File: src/sstwm_pkg.sv
// Shared types and constants for the step-series time-weighted mean block.
`timescale 1ns / 1ps
`default_nettype none
package sstwm_pkg;

   localparam int TableDepthDefault = 256;
   localparam int DivWidth          = 64;

   typedef enum logic [1:0] {
      CMD_CLEAR  = 2'd0,
      CMD_APPEND = 2'd1,
      CMD_LOOKUP = 2'd2,
      CMD_MEAN   = 2'd3
   } cmd_type;

   typedef enum logic [2:0] {
      STATUS_OK       = 3'd0,
      STATUS_EMPTY    = 3'd1,
      STATUS_FULL     = 3'd2,
      STATUS_ORDER    = 3'd3,
      STATUS_INTERVAL = 3'd4
   } status_type;

   typedef enum logic [2:0] {
      ST_IDLE,
      ST_SCAN,
      ST_TAIL,
      ST_DRAIN_MUL,
      ST_DRAIN_ACC,
      ST_ROUND,
      ST_DIV_GO,
      ST_DIVIDE
   } state_type;

   typedef struct packed {
      logic [1:0]         cmd;
      logic [31:0]        time_start;
      logic [31:0]        time_end;
      logic signed [31:0] sample_value;
   } req_type;

   typedef struct packed {
      logic signed [31:0] result_value;
      logic [2:0]         status;
   } rsp_type;

endpackage
`default_nettype wire

File: src/sstwm_divider.sv
// Restoring divider, one quotient bit per cycle.
`timescale 1ns / 1ps
`default_nettype none
module sstwm_divider (
   input  wire logic                            clock,
   input  wire logic                            reset,
   input  wire logic                            go,
   input  wire logic [sstwm_pkg::DivWidth-1:0]  dividend,
   input  wire logic [31:0]                     divisor,
   output logic                                 done,
   output logic [sstwm_pkg::DivWidth-1:0]       quotient
);

   localparam int CntW = $clog2(sstwm_pkg::DivWidth + 1);

   logic [31:0]                    rem_ff, rem_in;
   logic [sstwm_pkg::DivWidth-1:0] quo_ff, quo_in;
   logic [CntW-1:0]                cnt_ff, cnt_in;
   logic                           run_ff, run_in;
   logic                           done_ff, done_in;
   logic [32:0]                    shifted;
   logic [33:0]                    diff;

   always_comb begin
      shifted = {rem_ff, quo_ff[sstwm_pkg::DivWidth-1]};
      diff    = {1'b0, shifted} - {2'b00, divisor};
      rem_in  = rem_ff;
      quo_in  = quo_ff;
      cnt_in  = cnt_ff;
      run_in  = run_ff;
      done_in = 1'b0;
      if (go) begin
         rem_in = '0;
         quo_in = dividend;
         cnt_in = CntW'(sstwm_pkg::DivWidth);
         run_in = 1'b1;
      end else if (run_ff) begin
         if (diff[33]) begin
            rem_in = shifted[31:0];
            quo_in = {quo_ff[sstwm_pkg::DivWidth-2:0], 1'b0};
         end else begin
            rem_in = diff[31:0];
            quo_in = {quo_ff[sstwm_pkg::DivWidth-2:0], 1'b1};
         end
         cnt_in = cnt_ff - 1'b1;
         if (cnt_ff == CntW'(1)) begin
            run_in  = 1'b0;
            done_in = 1'b1;
         end
      end
   end

   always_ff @(posedge clock) begin
      if (reset) begin
         run_ff  <= 1'b0;
         done_ff <= 1'b0;
         cnt_ff  <= '0;
      end else begin
         run_ff  <= run_in;
         done_ff <= done_in;
         cnt_ff  <= cnt_in;
      end
      rem_ff <= rem_in;
      quo_ff <= quo_in;
   end

   assign done     = done_ff;
   assign quotient = quo_ff;

endmodule
`default_nettype wire

File: config.mk
export PLATFORM = sky130hd
export DESIGN_NAME = sstwm_divider
export DESIGN_NICKNAME = d
export VERILOG_FILES = /design/src/sstwm_pkg.sv /design/src/sstwm_divider.sv
export SDC_FILE = /design/constraint.sdc
export NUM_CORES = 1
export LEC_CHECK = 0
export BUFFER_PORTS_ARGS = -buffer_cell sky130_fd_sc_hd__buf_2
export CAP_MARGIN = 20
export CORE_MARGIN = 4
export CORE_UTILIZATION = 54
export DETAILED_ROUTE_END_ITERATION = 6
export GPL_TIMING_DRIVEN = 0
export PLACE_DENSITY = 0.84
export SLEW_MARGIN = 20
export SYNTH_ARGS = -nofsm -noshare
export SYNTH_HDL_FRONTEND = slang
export SYNTH_SLANG_ARGS = --single-unit
File: constraint.sdc
create_clock -name clock -period 3.4 [get_ports clock]
set_clock_uncertainty 0.1 [all_clocks]
set_input_delay 0.51 -clock clock [delete_from_list [all_inputs] [get_ports clock]]
set_output_delay 0.51 -clock clock [all_outputs]
set_load 0.1 [all_outputs]
==> results_dict.tcl, run 1 <==
set metrics [dict create \
    grt_start_max_net_pins 65 \
    period_share_pct 91.5 \
    cp_num_buf_inv 2 \
    yosysTopAreaCellShare_pct 31.1 \
    critPathLaunchType "flip-flop" \
    hold_depth 2 \
    place_area_mm2 0.00720 \
    switching_share_pct 37.8 \
    r2r_end "rem_ff[28]$_SDFFE_PP0P_" \
    p_leak_nw 3.25 \
    clk_pin_slew_ns 0.07 \
    final-setup-viol-count 0 \
    p_int_mw 2.35 \
    synthArstFlopShare_pct 0 \
    num_antenna_cells 0 \
    area_growth_pct 21.9 \
    nFillCells 836 \
    synth_top_cell_by_area "edfxtp_1" \
    antenna_found_initial 0 \
    cts_tree "built" \
    postCtsHoldBufs 0 \
    cpLargestDelayFamily "compound AO/OA/AOI/OAI gates" \
    layoutNonFillerInstCount 905 \
    insertion_delay_ns 0.34 \
    ff2ff_setup_slack_ns 0.29 \
    syn_area_mm2 0.00618 \
    multi_input_area_mm2 0.00314 \
    port_buffers 162 \
    p_per_area_mw_per_mm2 503 \
    die_w_um 115 \
    dp_hpwl_mm 12.2 \
    cap_violations 0 \
    grt_overflow_total 0 \
    synthCells 582 \
    drt-total-wl_mm 16.0 \
    drtIter0Drc 423 \
    clockBufferDepth 2 \
    pwr-share-comb_pct 31.9 \
    synth_edf_count 64 \
    r2r_start "quotient[63]$_DFFE_PP_" \
    synth_area_leaders "edfxtp_1 31%, dfxtp_1 13%, mux2_2 12%, ha_1 6.9%, mux2i_1 3.1%" \
    start_util_pct 56.0 \
    hold_class "input port to flip-flop" \
    firstDrtPassIters 5 \
    vias 5097 \
    gp_congestion 0.920 \
    yosys_warnings 0 \
    num_rows 38 \
    worst_pin_slew_ns 0.770 \
    power_frac_seq_pct 40.8 \
    slew_headroom_pct 48.5 \
    grt_pass1_vias 5249 \
    critPathMaxFanout 3 \
    nets 894 \
    hold_viol 0 \
    slowest_stage "edfxtp_1" \
    pwr-share-clk_pct 27.3 \
    dieArea_mm2 0.0132 \
    stdcell_area_mm2 0.00753 \
    fmax_mhz 321 \
    worstPathArrival_ns 3.23 \
    whs_endpoint "cnt_ff[6]$_SDFFE_PP0P_" \
    cp_common_cell "inv_1" \
    ys_ff_latch 105 \
    critPathKind "flip-flop to flip-flop" \
    syn_nets 716 \
    final_core_util_pct 68.3 \
    setup_tns_ns 0 \
    crit_path_max_incr_delay_ns 0.43 \
    grt_pass1_wl_mm 25.4 \
    grt.total_usage_pct 24.0 \
    yosys-top-cells-count "64 x edfxtp_1, 64 x mux2_2, 47 x inv_1, 44 x nand2_1, 44 x nor2_1" \
    synth_seq_area_share_pct 44.4 \
    avgViaCountPerCell 5.63 \
    ant_nets 0 \
    reg2reg_depth 13 \
    fp.dieH_um 115 \
    status "finished, final reports clean" \
    endpoint_kind "flip-flop" \
    core_area_mm2 0.0110 \
    postSynthAreaPerCell_um2 10.6 \
    cts_inserted_buffers 9 \
    slew_viol_final 0 \
    regArea_mm2 0.00274 \
    path_cells "inv_1 > ha_1 > inv_1 > fa_1 > a21oi_1 > o22ai_1 > o31ai_4 > o21a_1 > o21ai_2 > a31oi_1 > o31a_2 > xnor2_1 > o221ai_1" \
    cts_max_level 3 \
    synth_top_flop_cell "edfxtp_1" \
    wl_per_cell_um 17.7 \
    hp-start "reset" \
    layout-drive-gt1-share_pct 35.0 \
    peakVddDrop_mv 0.455 \
    switching_power_mw 1.43 \
    yosys.cell_types.count 65 \
    cts-root-buf "clkbuf_16" \
    drc 0 \
    placed_cells 885 \
    layout_min_cycle_time_ns 3.11 \
    boundaryPins 164 \
    cts.sinks 105 \
    cp.required_ns 3.52 \
]
[power by group through the flow]
stage | sequential (mW) | clock (mW) | combinational (mW)
after floorplan | 2.14 | 0 | 0.385
after global placement | 1.57 | 0 | 1.17
after detailed placement | 1.57 | 0 | 1.20
after CTS | 1.54 | 1.04 | 1.20
after global routing | 1.56 | 1.10 | 1.27
final | 1.54 | 1.03 | 1.21
[stage by stage]
step,worst slack (ns),hold WS [ns],power (mW)
3_5_place_dp,0.0182,0.365,2.77
3_3_place_gp,-0.153,0.361,2.74
5_1_grt,-0.000711,0.244,3.93
4_1_cts,0.0944,0.242,3.79
2_1_floorplan,0.0942,0.342,2.53
6_report,0.289,0.247,3.79
[routing by layer]
metal | part of all wire (%) | up-vias | GRT usage [%]
met3 | 8.5 | 25 | 7.16
li1 | - | 2477 | -
met4 | 1.9 | 0 | 7.75
met5 | 0 | - | 0
met1 | 39 | 2386 | 28.6
met2 | 50 | 209 | 41.7
[cell families after synthesis]
logic type / synth area share (%)
muxes: 14.7
and+or+nand+nor: 8.97
DFF: 44.4
buffers and inverters: 5.02
xor gates and xnor gates: 4.82
adders and majority gates: 7.21
AOI/OAI and AO/OA: 14.9
[area by class of cell]
type	instances	area share [%]
multi-input cells	404	41.7
flip-flops and latches	105	36.4
repair buffers	167	11.5
clock buffers	9	2.99
inverters	47	2.37
well taps	140	2.32
plain buffers	26	1.78
clock inverters	7	0.897
[worst register-to-register path: stages (launching register included)]
cell	delay, ns
edfxtp_1	0.43
inv_1	0.08
ha_1	0.17
inv_1	0.06
fa_1	0.40
a21oi_1	0.22
o22ai_1	0.18
o31ai_4	0.28
o21a_1	0.24
o21ai_2	0.11
a31oi_1	0.29
o31a_2	0.19
xnor2_1	0.12
o221ai_1	0.12
[repair_timing]
action,in CTS,in global routing
resized for setup,0,1
setup buffers,0,4
setup endpoints to repair,0,5
[worst max path at each step]
stage,start,to,slack (ns),cells past startpoint
floorplan,quotient[63]$_DFFE_PP_,rem_ff[28]$_SDFFE_PP0P_,0.09,13
global placement,go,quotient[35]$_DFFE_PP_,-0.15,4
detailed placement,divisor[0],rem_ff[28]$_SDFFE_PP0P_,0.02,13
CTS,quotient[63]$_DFFE_PP_,rem_ff[28]$_SDFFE_PP0P_,0.09,13
global route,quotient[63]$_DFFE_PP_,rem_ff[26]$_SDFFE_PP0P_,-0.0007,13
finish,quotient[63]$_DFFE_PP_,rem_ff[28]$_SDFFE_PP0P_,0.29,13
[flip-flops by register name, indices dropped and copies added, names as in the netlist]
| signal | count |
|---|---|
| quotient | 64 |
| rem_ff | 32 |
| cnt_ff | 7 |
| done | 1 |
| run_ff | 1 |
[cell usage in the layout (no fill, tap or decap), types with 5 or more instances in the layout]
cell	count
buf_2	163
mux2_2	64
edfxtp_1	64
inv_1	46
nor2_1	44
nand2_1	44
dfxtp_1	41
ha_1	34
a21oi_1	29
o21ai_0	26
xnor2_1	21
mux2i_1	19
a211oi_1	16
clkbuf_1	15
xor2_1	13
a21o_1	10
clkbuf_16	9
nand3_1	8
o21bai_1	7
o221ai_1	5
buf_4	5
Note: power is estimated with default switching activity, not from simulation.
==> run 2, diff against run 1 <==
--- a/config.mk
+++ b/config.mk
@@ -5,10 +5,11 @@
 export SDC_FILE = /design/constraint.sdc
 export NUM_CORES = 1
 export LEC_CHECK = 0
+export ABC_AREA = 1
 export BUFFER_PORTS_ARGS = -buffer_cell sky130_fd_sc_hd__buf_2
 export CAP_MARGIN = 20
 export CORE_MARGIN = 4
-export CORE_UTILIZATION = 54
+export CORE_UTILIZATION = 56
 export DETAILED_ROUTE_END_ITERATION = 6
 export GPL_TIMING_DRIVEN = 0
 export PLACE_DENSITY = 0.84
==> run 2 against run 1 <==
  * Combinational power fell by 14%
  * Synthesized cell count up 91%
  * Sequential cell count is the same
  * Critical path type unchanged
  * Synthesized area increased by 20%
  * Register-to-register slack improved by 0.56 ns
  * Sequential power about the same
  * Clock power grew 4%
  * Total power down 4.4%
  * Utilization up 0.14 points
  * Global-route usage grew 2.9 points
==> results_dict.tcl, run 2 <==
set metrics [dict create \
    status "finished, final reports clean" \
    syn_area_mm2 0.00739 \
    reg2reg_depth 16 \
    place_area_mm2 0.00845 \
    final-setup-viol-count 0 \
    worst_pin_slew_ns 0.725 \
    firstDrtPassIters 5 \
    peakVddDrop_mv 0.368 \
    r2r_start "quotient[63]$_DFFE_PP_" \
    port_buffers 163 \
    synth_edf_count 64 \
    cts-root-buf "clkbuf_16" \
    hold_viol 0 \
    fin_ws_ns 0.853 \
    dieArea_mm2 0.0151 \
    core_area_mm2 0.0128 \
    finalPower_mw 3.62 \
    p_leak_nw 4.92 \
    critPathLaunchType "flip-flop" \
    drc 0 \
    fmax_mhz 393 \
    postCtsHoldBufs 0 \
    yosys_warnings 0 \
    yosys-top-cells-count "497 x nand2_1, 185 x inv_1, 86 x nand3_1, 64 x edfxtp_1, 51 x nor2_1" \
    r2r_end "rem_ff[28]$_SDFFE_PP0P_" \
    nFillCells 1150 \
    cts_max_level 3 \
    hold_depth 2 \
    wl_per_cell_um 14.0 \
    path_cells "inv_1 > ha_1 > inv_1 > fa_1 > nand2_1 > nand2_1 > nand3_1 > nand2_1 > nand2_1 > nand2_1 > nand2_1 > nand2_1 > nand2_1 > nand3_1 > nand2_1 > nand2_1" \
    num_rows 41 \
    worstPathArrival_ns 2.70 \
    syn_nets 1247 \
    rsz0062_at_grt "no" \
    drt-total-wl_mm 20.5 \
    vias 7366 \
    ant_nets 0 \
    area_growth_pct 18.2 \
    layoutNonFillerInstCount 1466 \
    cts_inserted_buffers 9 \
    critPathKind "flip-flop to flip-flop" \
    die_w_um 123 \
    drtIter0Drc 592 \
    p_per_area_mw_per_mm2 414 \
    postSynthAreaPerCell_um2 6.64 \
    grt_pass1_wl_mm 32.0 \
    endpoint_kind "flip-flop" \
    gp_congestion 0.942 \
    grt_pass1_vias 6774 \
    yosys.cell_types.count 40 \
    fp.dieH_um 123 \
    synth_area_leaders "edfxtp_1 26%, nand2_1 25%, dfxtp_1 11%, inv_1 9.4%, nand3_1 5.8%" \
    synth_most_common_cell "nand2_1" \
    layout_min_cycle_time_ns 2.55 \
    layout-drive-gt1-share_pct 17.6 \
    cp_num_buf_inv 2 \
    cts_setup_buffers 0 \
    final_core_util_pct 68.4 \
    slowest_stage "fa_1" \
    final_common_cell "nand2_1" \
    largest_reg_flops 64 \
    ys_ff_latch 105 \
    placed_cells 1449 \
    ff2ff_setup_slack_ns 0.85 \
    boundaryPins 164 \
    regArea_mm2 0.00274 \
    multi_input_area_mm2 0.00378 \
    cts_tree "built" \
    synth_top_flop_cell "edfxtp_1" \
    cp.required_ns 3.55 \
    dp_hpwl_mm 16.0 \
    start_util_pct 57.9 \
    clk_pin_slew_ns 0.07 \
    cp_common_cell "nand2_1" \
    yosysTopAreaCellShare_pct 26.0 \
    grt_overflow_total 0 \
    hp-start "reset" \
    grt.total_usage_pct 26.9 \
    synth_top_cell_by_area "edfxtp_1" \
    cts_resized 0 \
    whs_endpoint "run_ff$_SDFF_PP0_" \
    post-place-ws_ns 0.715 \
    synthArstFlopShare_pct 0 \
    critPathMaxFanout 4 \
    avgViaCountPerCell 5.02 \
    cts.sinks 105 \
    clockBufferDepth 2 \
    antenna_found_initial 0 \
    cpLargestDelayFamily "simple AND/OR/NAND/NOR gates" \
    slew_headroom_pct 51.6 \
    synthCells 1113 \
    grt_start_max_net_pins 39 \
    hold_class "input port to flip-flop" \
    insertion_delay_ns 0.36 \
    final_cell_mix "497 x nand2_1, 185 x inv_1, 168 x buf_2" \
    nets 1422 \
    synth_seq_area_share_pct 37.1 \
    crit_path_max_incr_delay_ns 0.45 \
    stdcell_area_mm2 0.00874 \
    period_share_pct 74.9 \
    cap_violations 0 \
    slew_viol_final 0 \
]
[run 2: cell types whose count changed after synthesis, moves of 8 or more]
cell,change
nand2_2,+8
o21ai_0,-24
nand2_1,+453
mux2i_1,-19
mux2_2,-64
a21oi_1,-9
nand3_2,+8
o21ai_1,+11
nand3_1,+78
a211oi_1,-15
inv_1,+138
a21o_1,-10
nand3b_1,+11
xor2_1,-11
[run 2: cell families after synthesis]
family	synth area share (%)
AO/OA/AOI/OAI	3.42
XOR/XNOR	1.90
adder cells (fa/ha/maj)	6.02
buffers and inverters	11.8
flip-flops	37.1
AND/OR/NAND/NOR	39.8
[run 2: report_power, final]
part	total, mW	leakage [nW]	internal [mW]	switching (mW)
clock	1.07	0.142	0.520	0.545
sequential	1.51	0.989	1.46	0.0519
combinational	1.04	3.79	0.191	0.853
total	3.62	4.92	2.17	1.45
[run 2: final cells by class]
class	count	share of cell area (%)
multi-input cells	790	43.3
clock inverters	7	0.758
diodes	1	0.0286
flip-flops and latches	105	31.4
inverters	189	8.11
plain buffers	29	1.87
clock buffers	9	2.58
well taps	172	2.46
repair buffers	164	9.56
[run 2: worst max-delay path by stage]
stage	startpoint	to	slack [ns]	cells past startpoint
after floorplan	go	quotient[0]$_DFFE_PP_	0.23	3
after global placement	go	quotient[17]$_DFFE_PP_	-0.80	4
after detailed placement	divisor[8]	rem_ff[17]$_SDFFE_PP0P_	0.71	16
after CTS	quotient[63]$_DFFE_PP_	rem_ff[28]$_SDFFE_PP0P_	0.90	16
after global routing	quotient[63]$_DFFE_PP_	rem_ff[28]$_SDFFE_PP0P_	0.69	16
final	quotient[63]$_DFFE_PP_	rem_ff[28]$_SDFFE_PP0P_	0.85	16
[run 2: per-stage QoR]
stage | setup TNS [ns] | hold WS (ns)
floorplan | 0 | 0.343
global placement | -56.21 | 0.356
detailed placement | 0 | 0.358
CTS | 0 | 0.229
global route | 0 | 0.240
finish | 0 | 0.240
[run 2: layer usage]
layer	part of all wire [%]	track usage [%]	routed length (um)
met2	48	45.4	9830
met3	7.4	5.72	1510
met1	42	33.6	8580
met5	0	0	0
met4	2.8	10.8	573
[run 2: worst register-to-register path: stages (launching register included)]
cell and delay, ns:
edfxtp_1 0.39, inv_1 0.09, ha_1 0.15, inv_1 0.09, fa_1 0.45, nand2_1 0.10, nand2_1 0.09, nand3_1 0.09
nand2_1 0.16, nand2_1 0.10, nand2_1 0.13, nand2_1 0.15, nand2_1 0.07, nand2_1 0.06, nand3_1 0.10, nand2_1 0.08
nand2_1 0.05
